File: config.mk
export PLATFORM = sky130hd
export DESIGN_NAME = dns_query_name_encoder
export DESIGN_NICKNAME = d
export VERILOG_FILES = /design/src/hdl/dqne_pkg.sv /design/src/hdl/dns_query_name_encoder.sv
export SDC_FILE = /design/constraint.sdc
export NUM_CORES = 1
export LEC_CHECK = 0
export ABC_AREA = 1
export BUFFER_PORTS_ARGS = -buffer_cell sky130_fd_sc_hd__clkbuf_2
export CORE_MARGIN = 2
export CORE_UTILIZATION = 45
export CTS_BUF_LIST = sky130_fd_sc_hd__clkbuf_16
export DETAILED_ROUTE_END_ITERATION = 8
export GPL_ROUTABILITY_DRIVEN = 0
export PLACE_DENSITY = 0.67
export SLEW_MARGIN = 40
export SYNTH_ARGS = -nofsm -noshare
export SYNTH_HDL_FRONTEND = slang
export SYNTH_SLANG_ARGS = --single-unit
File: constraint.sdc
create_clock -name clk -period 4.3 [get_ports clk]
set_input_delay 0.86 -clock clk [delete_from_list [all_inputs] [get_ports clk]]
set_output_delay 0.86 -clock clk [all_outputs]
set_load 0.01 [all_outputs]
File: src/hdl/dqne_pkg.sv
// dqne_pkg: constants, types and byte tables for the dns query name encoder
// used by hdl/dns_query_name_encoder.sv, no dependencies
package dqne_pkg;

	localparam int ADDR_W      = 9;
	localparam int LEN_W       = 7;
	localparam int HDR_LEN     = 12;
	localparam int MAX_LABEL   = 63;
	localparam int MAX_NAME    = 255;
	localparam logic [7:0] DOT = 8'h2e;

	// write steps of one item, in emission order
	localparam int N_STEPS   = 19;
	localparam int STEP_W    = 5;
	localparam int STEP_DATA = 12;
	localparam int STEP_LEN  = 13;
	localparam int STEP_TRL  = 14;
	localparam int STEP_LAST = 18;

	localparam int IN_DATA_W  = 8;
	localparam int OUT_DATA_W = 24;

	typedef logic [N_STEPS-1:0] step_mask_t;

	// everything an accepted item still has to write
	typedef struct packed {
		step_mask_t              mask;
		logic [ADDR_W-1:0]       data_addr;
		logic [7:0]              data_byte;
		logic [ADDR_W-1:0]       len_addr;
		logic [7:0]              len_byte;
		logic [ADDR_W-1:0]       term_addr;
		logic                    ovf;
	} job_t;

	// fixed header: id, flags 0x0100, one question, zero counts
	function automatic logic [7:0] hdr_byte(input logic [3:0] k, input logic [15:0] qid);
		logic [7:0] b;
		b = 8'h00;
		unique case (k)
			4'd0:    b = qid[15:8];
			4'd1:    b = qid[7:0];
			4'd2:    b = 8'h01;
			4'd5:    b = 8'h01;
			default: b = 8'h00;
		endcase
		return b;
	endfunction

	// terminator, type a, class in
	function automatic logic [7:0] trl_byte(input logic [2:0] k);
		logic [7:0] b;
		b = 8'h00;
		unique case (k)
			3'd2:    b = 8'h01;
			3'd4:    b = 8'h01;
			default: b = 8'h00;
		endcase
		return b;
	endfunction

endpackage

File: src/hdl/dns_query_name_encoder.sv
// dns_query_name_encoder: top level, builds dns query packet writes from a host name
// depends on hdl/dqne_pkg.sv
//
// usage: characters of a dotted host name arrive on the s_axis channel, one per transfer,
// with tuser marking the first character of a name and tlast the final one. each transfer
// on m_axis is one (address, byte) write into a packet buffer; tlast marks the final write
// of the packet and tuser carries the sticky overflow flag of the current name.
// cfg_data sets the query id; the user must write it only while the block is idle, the block does not check.
// an accepted character is checked against label and name limits in the accept cycle and
// queued as a small job; a job register feeds one write per cycle into an output register.
// the first write of an item passes through the job register and then the output register before m_axis.
// throughput: one item per cycle for plain characters while m_axis does not stall; an item holds
// the job register until all its writes have left, so the first character of a name causes at least
// 13 writes (header) and the final one up to 7 (length byte and trailer).
// a dropped mid-name character takes only its transfer. a stalled m_axis holds the output register;
// the job register still takes one more item, then s_axis_tready drops until the job drains.
// reset clears the label state, the query id and both valid flags; nothing is in flight.
module dns_query_name_encoder (
	input  logic                             clk,
	input  logic                             arst_n,
	input  logic                             s_axis_tvalid,
	output logic                             s_axis_tready,
	input  logic [dqne_pkg::IN_DATA_W-1:0]   s_axis_tdata,   // [7:0] name_char
	input  logic                             s_axis_tuser,   // [0] first_char
	input  logic                             s_axis_tlast,   // last_char
	output logic                             m_axis_tvalid,
	input  logic                             m_axis_tready,
	output logic [dqne_pkg::OUT_DATA_W-1:0]  m_axis_tdata,   // [8:0] write_address, [16:9] write_byte, zero pad
	output logic                             m_axis_tuser,   // [0] overflow
	output logic                             m_axis_tlast,   // packet_done
	input  logic                             cfg_valid,
	output logic                             cfg_ready,
	input  logic [15:0]                      cfg_data
);

	localparam int AW = dqne_pkg::ADDR_W;
	localparam int LW = dqne_pkg::LEN_W;

	logic [15:0]     query_id_q;
	logic [AW-1:0]   label_start_q;
	logic [LW-1:0]   label_length_q;
	logic            ovf_q;

	logic            job_valid_s1;
	dqne_pkg::job_t  job_s1;
	logic            out_valid_s2;
	logic [AW-1:0]   out_addr_s2;
	logic [7:0]      out_byte_s2;
	logic            out_done_s2;
	logic            out_ovf_s2;

	logic            accept;
	logic            emit;
	logic            job_free;

	// front end: next label state and the job for the incoming character
	logic [7:0]      ch;
	logic            first, last;
	logic [AW-1:0]   ls0, ls1;
	logic [LW-1:0]   ll0, ll1;
	logic            ov1;
	logic [AW:0]     pos, used;
	logic            room, closed;
	dqne_pkg::job_t  job_d;

	assign ch    = s_axis_tdata[7:0];
	assign first = s_axis_tuser;
	assign last  = s_axis_tlast;

	always_comb begin
		ls0    = first ? AW'(dqne_pkg::HDR_LEN) : label_start_q;
		ll0    = first ? '0 : label_length_q;
		ov1    = first ? 1'b0 : ovf_q;
		ls1    = ls0;
		ll1    = ll0;
		closed = 1'b0;
		job_d  = '0;
		pos    = {1'b0, ls0} + (AW+1)'(1) + (AW+1)'(ll0);
		used   = (pos >= (AW+1)'(dqne_pkg::HDR_LEN))
			? pos - (AW+1)'(dqne_pkg::HDR_LEN - 2) : (AW+1)'(2);
		room   = used <= (AW+1)'(dqne_pkg::MAX_NAME);
		job_d.mask[dqne_pkg::STEP_DATA-1:0] = {dqne_pkg::STEP_DATA{first}};
		if (ch == dqne_pkg::DOT) begin
			if (room) begin
				job_d.mask[dqne_pkg::STEP_DATA] = 1'b1;
				job_d.data_addr = ls0;
				job_d.data_byte = 8'(ll0);
				ls1    = pos[AW-1:0];
				ll1    = '0;
				closed = 1'b1;
			end else begin
				ov1 = 1'b1;
			end
		end else begin
			if (room && (ll0 < LW'(dqne_pkg::MAX_LABEL))) begin
				job_d.mask[dqne_pkg::STEP_DATA] = 1'b1;
				job_d.data_addr = pos[AW-1:0];
				job_d.data_byte = ch;
				ll1 = ll0 + LW'(1);
			end else begin
				ov1 = 1'b1;
			end
		end
		job_d.len_addr  = ls1;
		job_d.len_byte  = 8'(ll1);
		job_d.term_addr = closed ? ls1 : ls1 + AW'(1) + AW'(ll1);
		job_d.ovf       = ov1;
		if (last) begin
			job_d.mask[dqne_pkg::STEP_LEN] = !closed;
			job_d.mask[dqne_pkg::STEP_LAST:dqne_pkg::STEP_TRL] = '1;
		end
	end

	// back end: lowest pending step of the job goes out next
	logic [dqne_pkg::STEP_W-1:0] sel;
	dqne_pkg::step_mask_t        mask_next;
	logic [AW-1:0]               sel_addr;
	logic [7:0]                  sel_byte;
	logic [2:0]                  trl_k;

	always_comb begin
		sel = '0;
		for (int k = dqne_pkg::N_STEPS - 1; k >= 0; k--) begin
			if (job_s1.mask[k]) begin
				sel = dqne_pkg::STEP_W'(k);
			end
		end
		mask_next      = job_s1.mask;
		mask_next[sel] = 1'b0;
		trl_k    = 3'(sel - dqne_pkg::STEP_W'(dqne_pkg::STEP_TRL));
		sel_addr = AW'(sel);
		sel_byte = dqne_pkg::hdr_byte(sel[3:0], query_id_q);
		if (sel == dqne_pkg::STEP_W'(dqne_pkg::STEP_DATA)) begin
			sel_addr = job_s1.data_addr;
			sel_byte = job_s1.data_byte;
		end else if (sel == dqne_pkg::STEP_W'(dqne_pkg::STEP_LEN)) begin
			sel_addr = job_s1.len_addr;
			sel_byte = job_s1.len_byte;
		end else if (sel >= dqne_pkg::STEP_W'(dqne_pkg::STEP_TRL)) begin
			sel_addr = job_s1.term_addr + AW'(trl_k);
			sel_byte = dqne_pkg::trl_byte(trl_k);
		end
	end

	assign emit          = job_valid_s1 && (!out_valid_s2 || m_axis_tready);
	assign job_free      = emit && (mask_next == '0);
	assign s_axis_tready = !job_valid_s1 || job_free;
	assign accept        = s_axis_tvalid && s_axis_tready;
	assign cfg_ready     = 1'b1;

	always_ff @(posedge clk or negedge arst_n) begin
		if (!arst_n) begin
			query_id_q     <= '0;
			label_start_q  <= AW'(dqne_pkg::HDR_LEN);
			label_length_q <= '0;
			ovf_q          <= 1'b0;
			job_valid_s1   <= 1'b0;
			out_valid_s2   <= 1'b0;
		end else begin
			if (cfg_valid) begin
				query_id_q <= cfg_data;
			end
			if (accept) begin
				if (last) begin
					label_start_q  <= AW'(dqne_pkg::HDR_LEN);
					label_length_q <= '0;
					ovf_q          <= 1'b0;
				end else begin
					label_start_q  <= ls1;
					label_length_q <= ll1;
					ovf_q          <= ov1;
				end
				// a dropped character with no marks leaves nothing to write
				job_valid_s1 <= (job_d.mask != '0);
			end else if (job_free) begin
				job_valid_s1 <= 1'b0;
			end
			if (emit) begin
				out_valid_s2 <= 1'b1;
			end else if (m_axis_tready) begin
				out_valid_s2 <= 1'b0;
			end
		end
	end

	always_ff @(posedge clk) begin
		if (accept) begin
			job_s1 <= job_d;
		end else if (emit) begin
			job_s1.mask <= mask_next;
		end
		if (emit) begin
			out_addr_s2 <= sel_addr;
			out_byte_s2 <= sel_byte;
			out_done_s2 <= (sel == dqne_pkg::STEP_W'(dqne_pkg::STEP_LAST));
			out_ovf_s2  <= job_s1.ovf;
		end
	end

	assign m_axis_tvalid = out_valid_s2;
	assign m_axis_tdata  = {(dqne_pkg::OUT_DATA_W - AW - 8)'(0), out_byte_s2, out_addr_s2};
	assign m_axis_tlast  = out_done_s2;
	assign m_axis_tuser  = out_ovf_s2;

`ifndef SYNTHESIS
	a_job_nonempty: assert property (@(posedge clk) disable iff (!arst_n)
		job_valid_s1 |-> (job_s1.mask != '0))
		else $error("job held with no pending write");

	a_first_header: assert property (@(posedge clk) disable iff (!arst_n)
		(accept && s_axis_tuser) |=> (job_valid_s1 && job_s1.mask[0]))
		else $error("first character did not queue the header");

	a_last_clears: assert property (@(posedge clk) disable iff (!arst_n)
		(accept && s_axis_tlast) |=> (label_start_q == AW'(dqne_pkg::HDR_LEN)
			&& label_length_q == '0 && !ovf_q))
		else $error("label state not cleared after final character");

	a_done_last_step: assert property (@(posedge clk) disable iff (!arst_n)
		(emit && sel == dqne_pkg::STEP_W'(dqne_pkg::STEP_LAST)) |-> (mask_next == '0))
		else $error("packet done write not the final write of its job");
`endif

endmodule

==> impl_summary.md <==
Placed design
Input and output buffers added on the ports amount to 51. The cell count after placement is 1,276. The detailed placement HPWL is between 10,000 and 15,000 um.

Setup path
The element type at the critical path end is a register. Data on the critical path arrives at its endpoint at between 4 and 5 ns. At the worst endpoint, the required time is roughly 4.5 ns. The highest cell delay on the worst timing path is ~0.25 ns. The cell at the slowest stage of the critical path is sky130_fd_sc_hd__ha_4.

The worst-path maximum fanout is 8. The critical setup path kind is in -> reg. The worst setup path is launched from an input port. Among the stages of the critical path, the cell type that occurs most often is sky130_fd_sc_hd__nand2_1. The worst setup path startpoint is s_axis_tuser. The startpoint identified for the worst register-to-register timing path is label_length_q[0].

Synthesis
The synthesized design spends more area on one cell type than any other, namely sky130_fd_sc_hd__edfxtp_1. Summing every instance area after synthesis gives ~7000 sq um. Synthesis inferred around 120 register bits. The number of flops mapped to enable cells by yosys is 81.

Ranked by total cell area, the synthesized netlist is headed by sky130_fd_sc_hd__edfxtp_1 (34%), sky130_fd_sc_hd__nand2_1 (13%), sky130_fd_sc_hd__dfrtp_1 (11%). The count of unique library cells instantiated by Yosys is 47. The main flop type after synthesis is sky130_fd_sc_hd__edfxtp_1.

The share of Yosys cell area claimed by the top area cell type is 0.338. The most common cell in the netlist is sky130_fd_sc_hd__nand2_1. The async set or reset register ratio after synthesis is 0.302. By count the netlist is led by sky130_fd_sc_hd__nand2_1 (253), sky130_fd_sc_hd__inv_1 (151), sky130_fd_sc_hd__edfxtp_1 (81), sky130_fd_sc_hd__nand3_1 (70), sky130_fd_sc_hd__nor2_1 (67). The proportion of synthesized chip area in sequential cells is 0.459. The synthesized area per cell is roughly 7.7 sq um. During synthesis, Yosys emitted a total of 0 warnings. Synthesis produced a netlist whose cell count is a little over 900.

Timing
The maximum operating frequency is ~240 MHz. The worst slew margin relative to its limit is 0.474. The number of endpoints failing setup at the final stage is 0. The worst slack on hold paths is roughly 0.42 ns. The hold violation total from the final report was 0. The transition at the pin with the smallest max-transition slack is 0.784 ns.

The final-report max-slew violation count is 0. The final critical path time including I/O delays and setup is approximately 4.2 ns. Setup repair after global routing could not meet its margin everywhere. The maximum clock skew at final layout is around 0.0089 ns. The part of the cycle the worst path needs is 0.981.

Power
Dividing total power by cell area gives a power density of between 300 and 400 nW/um^2. The peak supply drop is around 290 uV. After layout, the design draws a total of approximately 3800 uW. The static leakage is between 0.004 and 0.005 uW.

Drt
After detailed routing, the number of vias per cell comes to 5.12. For this run, the detailed router's first-pass iteration total came to 5. The via count is about 6,700.

The post-detailed-route wirelength per cell is 15.2 um. For this run, design rule violations remaining after detail routing come to 0. The first routing iteration left 577 violations. Summed over all layers, the routed wires come to roughly 20,000 um. The count of nets left with antenna violations once routing finished came out at 0.

Die
The die extent in x is 131 um. The floorplan step defined a die boundary enclosing around 17,000 sq um. The number of placement rows is between 40 and 50. Pin placement for this block handled 60 I/O pins. The height of the chip is between 100 and 150 um.

The initial standard-cell utilization of the core is 0.457. The core region area is roughly 16,000 sq um.

Global routing
The initial antenna violation count came to 0. The via count of the first global-routing pass is around 6,400. For this run, global-route usage on met3 was measured as 0.0468. met2 is the most crowded layer. In the global route stage, overall resource usage came out at 0.244. For met1 alone, demand over resource in global routing was 0.317. After global routing the overflow that remains totals 0. The pin count of the biggest net entering global routing is 44.

The first-pass GRT wire length is 31,900 um. The met2 track demand over resource in global routing is 0.407.

Clocking
The clock sink total is 116. Clock tree synthesis selected as its root buffer the cell sky130_fd_sc_hd__clkbuf_16. The number of buffers created by CTS is 17. The clock transition at the registers of the reported paths is around 0.050 ns. The H-tree was split into 4 levels. The later-pin clock latency in the skew report is ~0.43 ns. The TritonCTS clock tree is done. The largest buffer count on any clock path is 2.

Cells and area
In the final layout, the share of cells above drive strength 1 is 0.289. Once layout is complete, the utilization of the core stands at 0.605. The antenna cell count is 0. The number of nets in the layout is around 1,100. The area growth from synthesis to layout is 32.5%. The finished layout holds 1,318 standard cells, fillers aside.

Min path
The source of the worst hold timing path is job_s1[0]. In this run the worst hold path is classified as reg -> reg.

Run
Max-cap violations in this run came to 0.

Run status
The run finished with clean final reports.
## cells by family after synthesis
logic type                 Yosys count  share of synthesized area
other                                2                    0.00104
buffers and inverters              194                      0.109
xor gates and xnor gates             6                    0.00834
adders and majority gates           19                     0.0340
and+or+nand+nor                    467                      0.288
DFF                                116                      0.459
AOI/OAI and AO/OA                  128                      0.101
## placed cells by master (no fill, tap or decap), types with 4 or more instances in the layout
cell / count
sky130_fd_sc_hd__o21ai_0: 41
sky130_fd_sc_hd__o22ai_1: 16
sky130_fd_sc_hd__edfxtp_1: 81
sky130_fd_sc_hd__clkbuf_2: 49
sky130_fd_sc_hd__nand4_1: 19
sky130_fd_sc_hd__nand3_1: 62
sky130_fd_sc_hd__buf_4: 105
sky130_fd_sc_hd__clkinv_1: 4
sky130_fd_sc_hd__buf_6: 8
sky130_fd_sc_hd__o21ai_1: 8
sky130_fd_sc_hd__ha_4: 7
sky130_fd_sc_hd__nor3_1: 8
sky130_fd_sc_hd__nor2_1: 54
sky130_fd_sc_hd__clkbuf_16: 17
sky130_fd_sc_hd__dfrtp_1: 33
sky130_fd_sc_hd__nand2_4: 8
sky130_fd_sc_hd__inv_2: 14
sky130_fd_sc_hd__nor4_1: 5
sky130_fd_sc_hd__nand3_2: 12
sky130_fd_sc_hd__a21oi_1: 33
sky130_fd_sc_hd__inv_1: 143
sky130_fd_sc_hd__ha_1: 9
sky130_fd_sc_hd__nand2_2: 32
sky130_fd_sc_hd__nor2_4: 9
sky130_fd_sc_hd__nand3_4: 6
sky130_fd_sc_hd__a21oi_2: 7
sky130_fd_sc_hd__conb_1: 8
sky130_fd_sc_hd__nor2_2: 10
sky130_fd_sc_hd__nand2_1: 232
sky130_fd_sc_hd__xor2_1: 4
## routing by layer
layer,vias up,share of wire
li1,3360,-
met1,3113,0.44
met2,233,0.48
met3,38,0.060
met4,0,0.025
met5,-,0
## path summary, 6_finish.rpt
check	slack (ns)	cells past startpoint	to
setup / recovery	0.08	36	job_s1[9]
hold / removal	0.42	0	m_axis_tuser
setup reg to reg	0.25	35	job_s1[9]
hold reg to reg	0.42	0	m_axis_tuser
max in group asynchronous	3.45	1	label_start_q[6]
min in group asynchronous	0.45	1	query_id_q[5]
## what timing repair did
| action | CTS | global route |
|---|---|---|
| endpoints found under the setup margin | 6 | 8 |
| pin swaps | 3 | 37 |
| buffers inserted | 0 | 10 |
| gates resized for setup | 9 | 91 |
| hold buffers | 0 | 0 |
## through the flow
step | worst slack [ns] | setup TNS (ns) | instance area, sq um
after CTS | -0.0114 | -0.0114 | 9140
after floorplan | -0.0889 | -0.0889 | 7380
after global routing | -0.175 | -0.547 | 9540
final | 0.0828 | 0 | 9540
after detailed placement | -0.562 | -3.47 | 8520
after global placement | -0.512 | -3.05 | 8520
## critical path, delay by kind of cell
kind            cells  cell delay [ns]
simple gates       20             1.73
fa+ha+maj           3             0.55
compound gates      4             0.59
buf+inv             9             0.67
## where the power goes
group / switching [uW] / internal, uW / leakage (uW) / total, uW
sequential: 52.7 / 1320 / 0.00123 / 1380
clock: 517 / 904 / 0.000299 / 1420
combinational: 585 / 383 / 0.00314 / 968
total: 1150 / 2610 / 0.00467 / 3770
## registers in the layout, summed over array words and instances, names as in the netlist
name,count
m_axis_tlast,1
label_start_q,9
query_id_q,16
out_byte_s2,8
out_addr_s2,9
m_axis_tvalid,1
job_s1,62
label_length_q,7
ovf_q,1
job_valid_s1,1
m_axis_tuser,1
## cell type report
type,instances,area (sq um)
fillers,1415,6230
multi-input cells,628,3560
flip-flops and latches,116,3310
repair buffers,166,1190
inverters,160,618
clock buffers,17,425
well taps,216,270
clock inverters,15,166
Note: power is estimated with default switching activity, not from simulation.
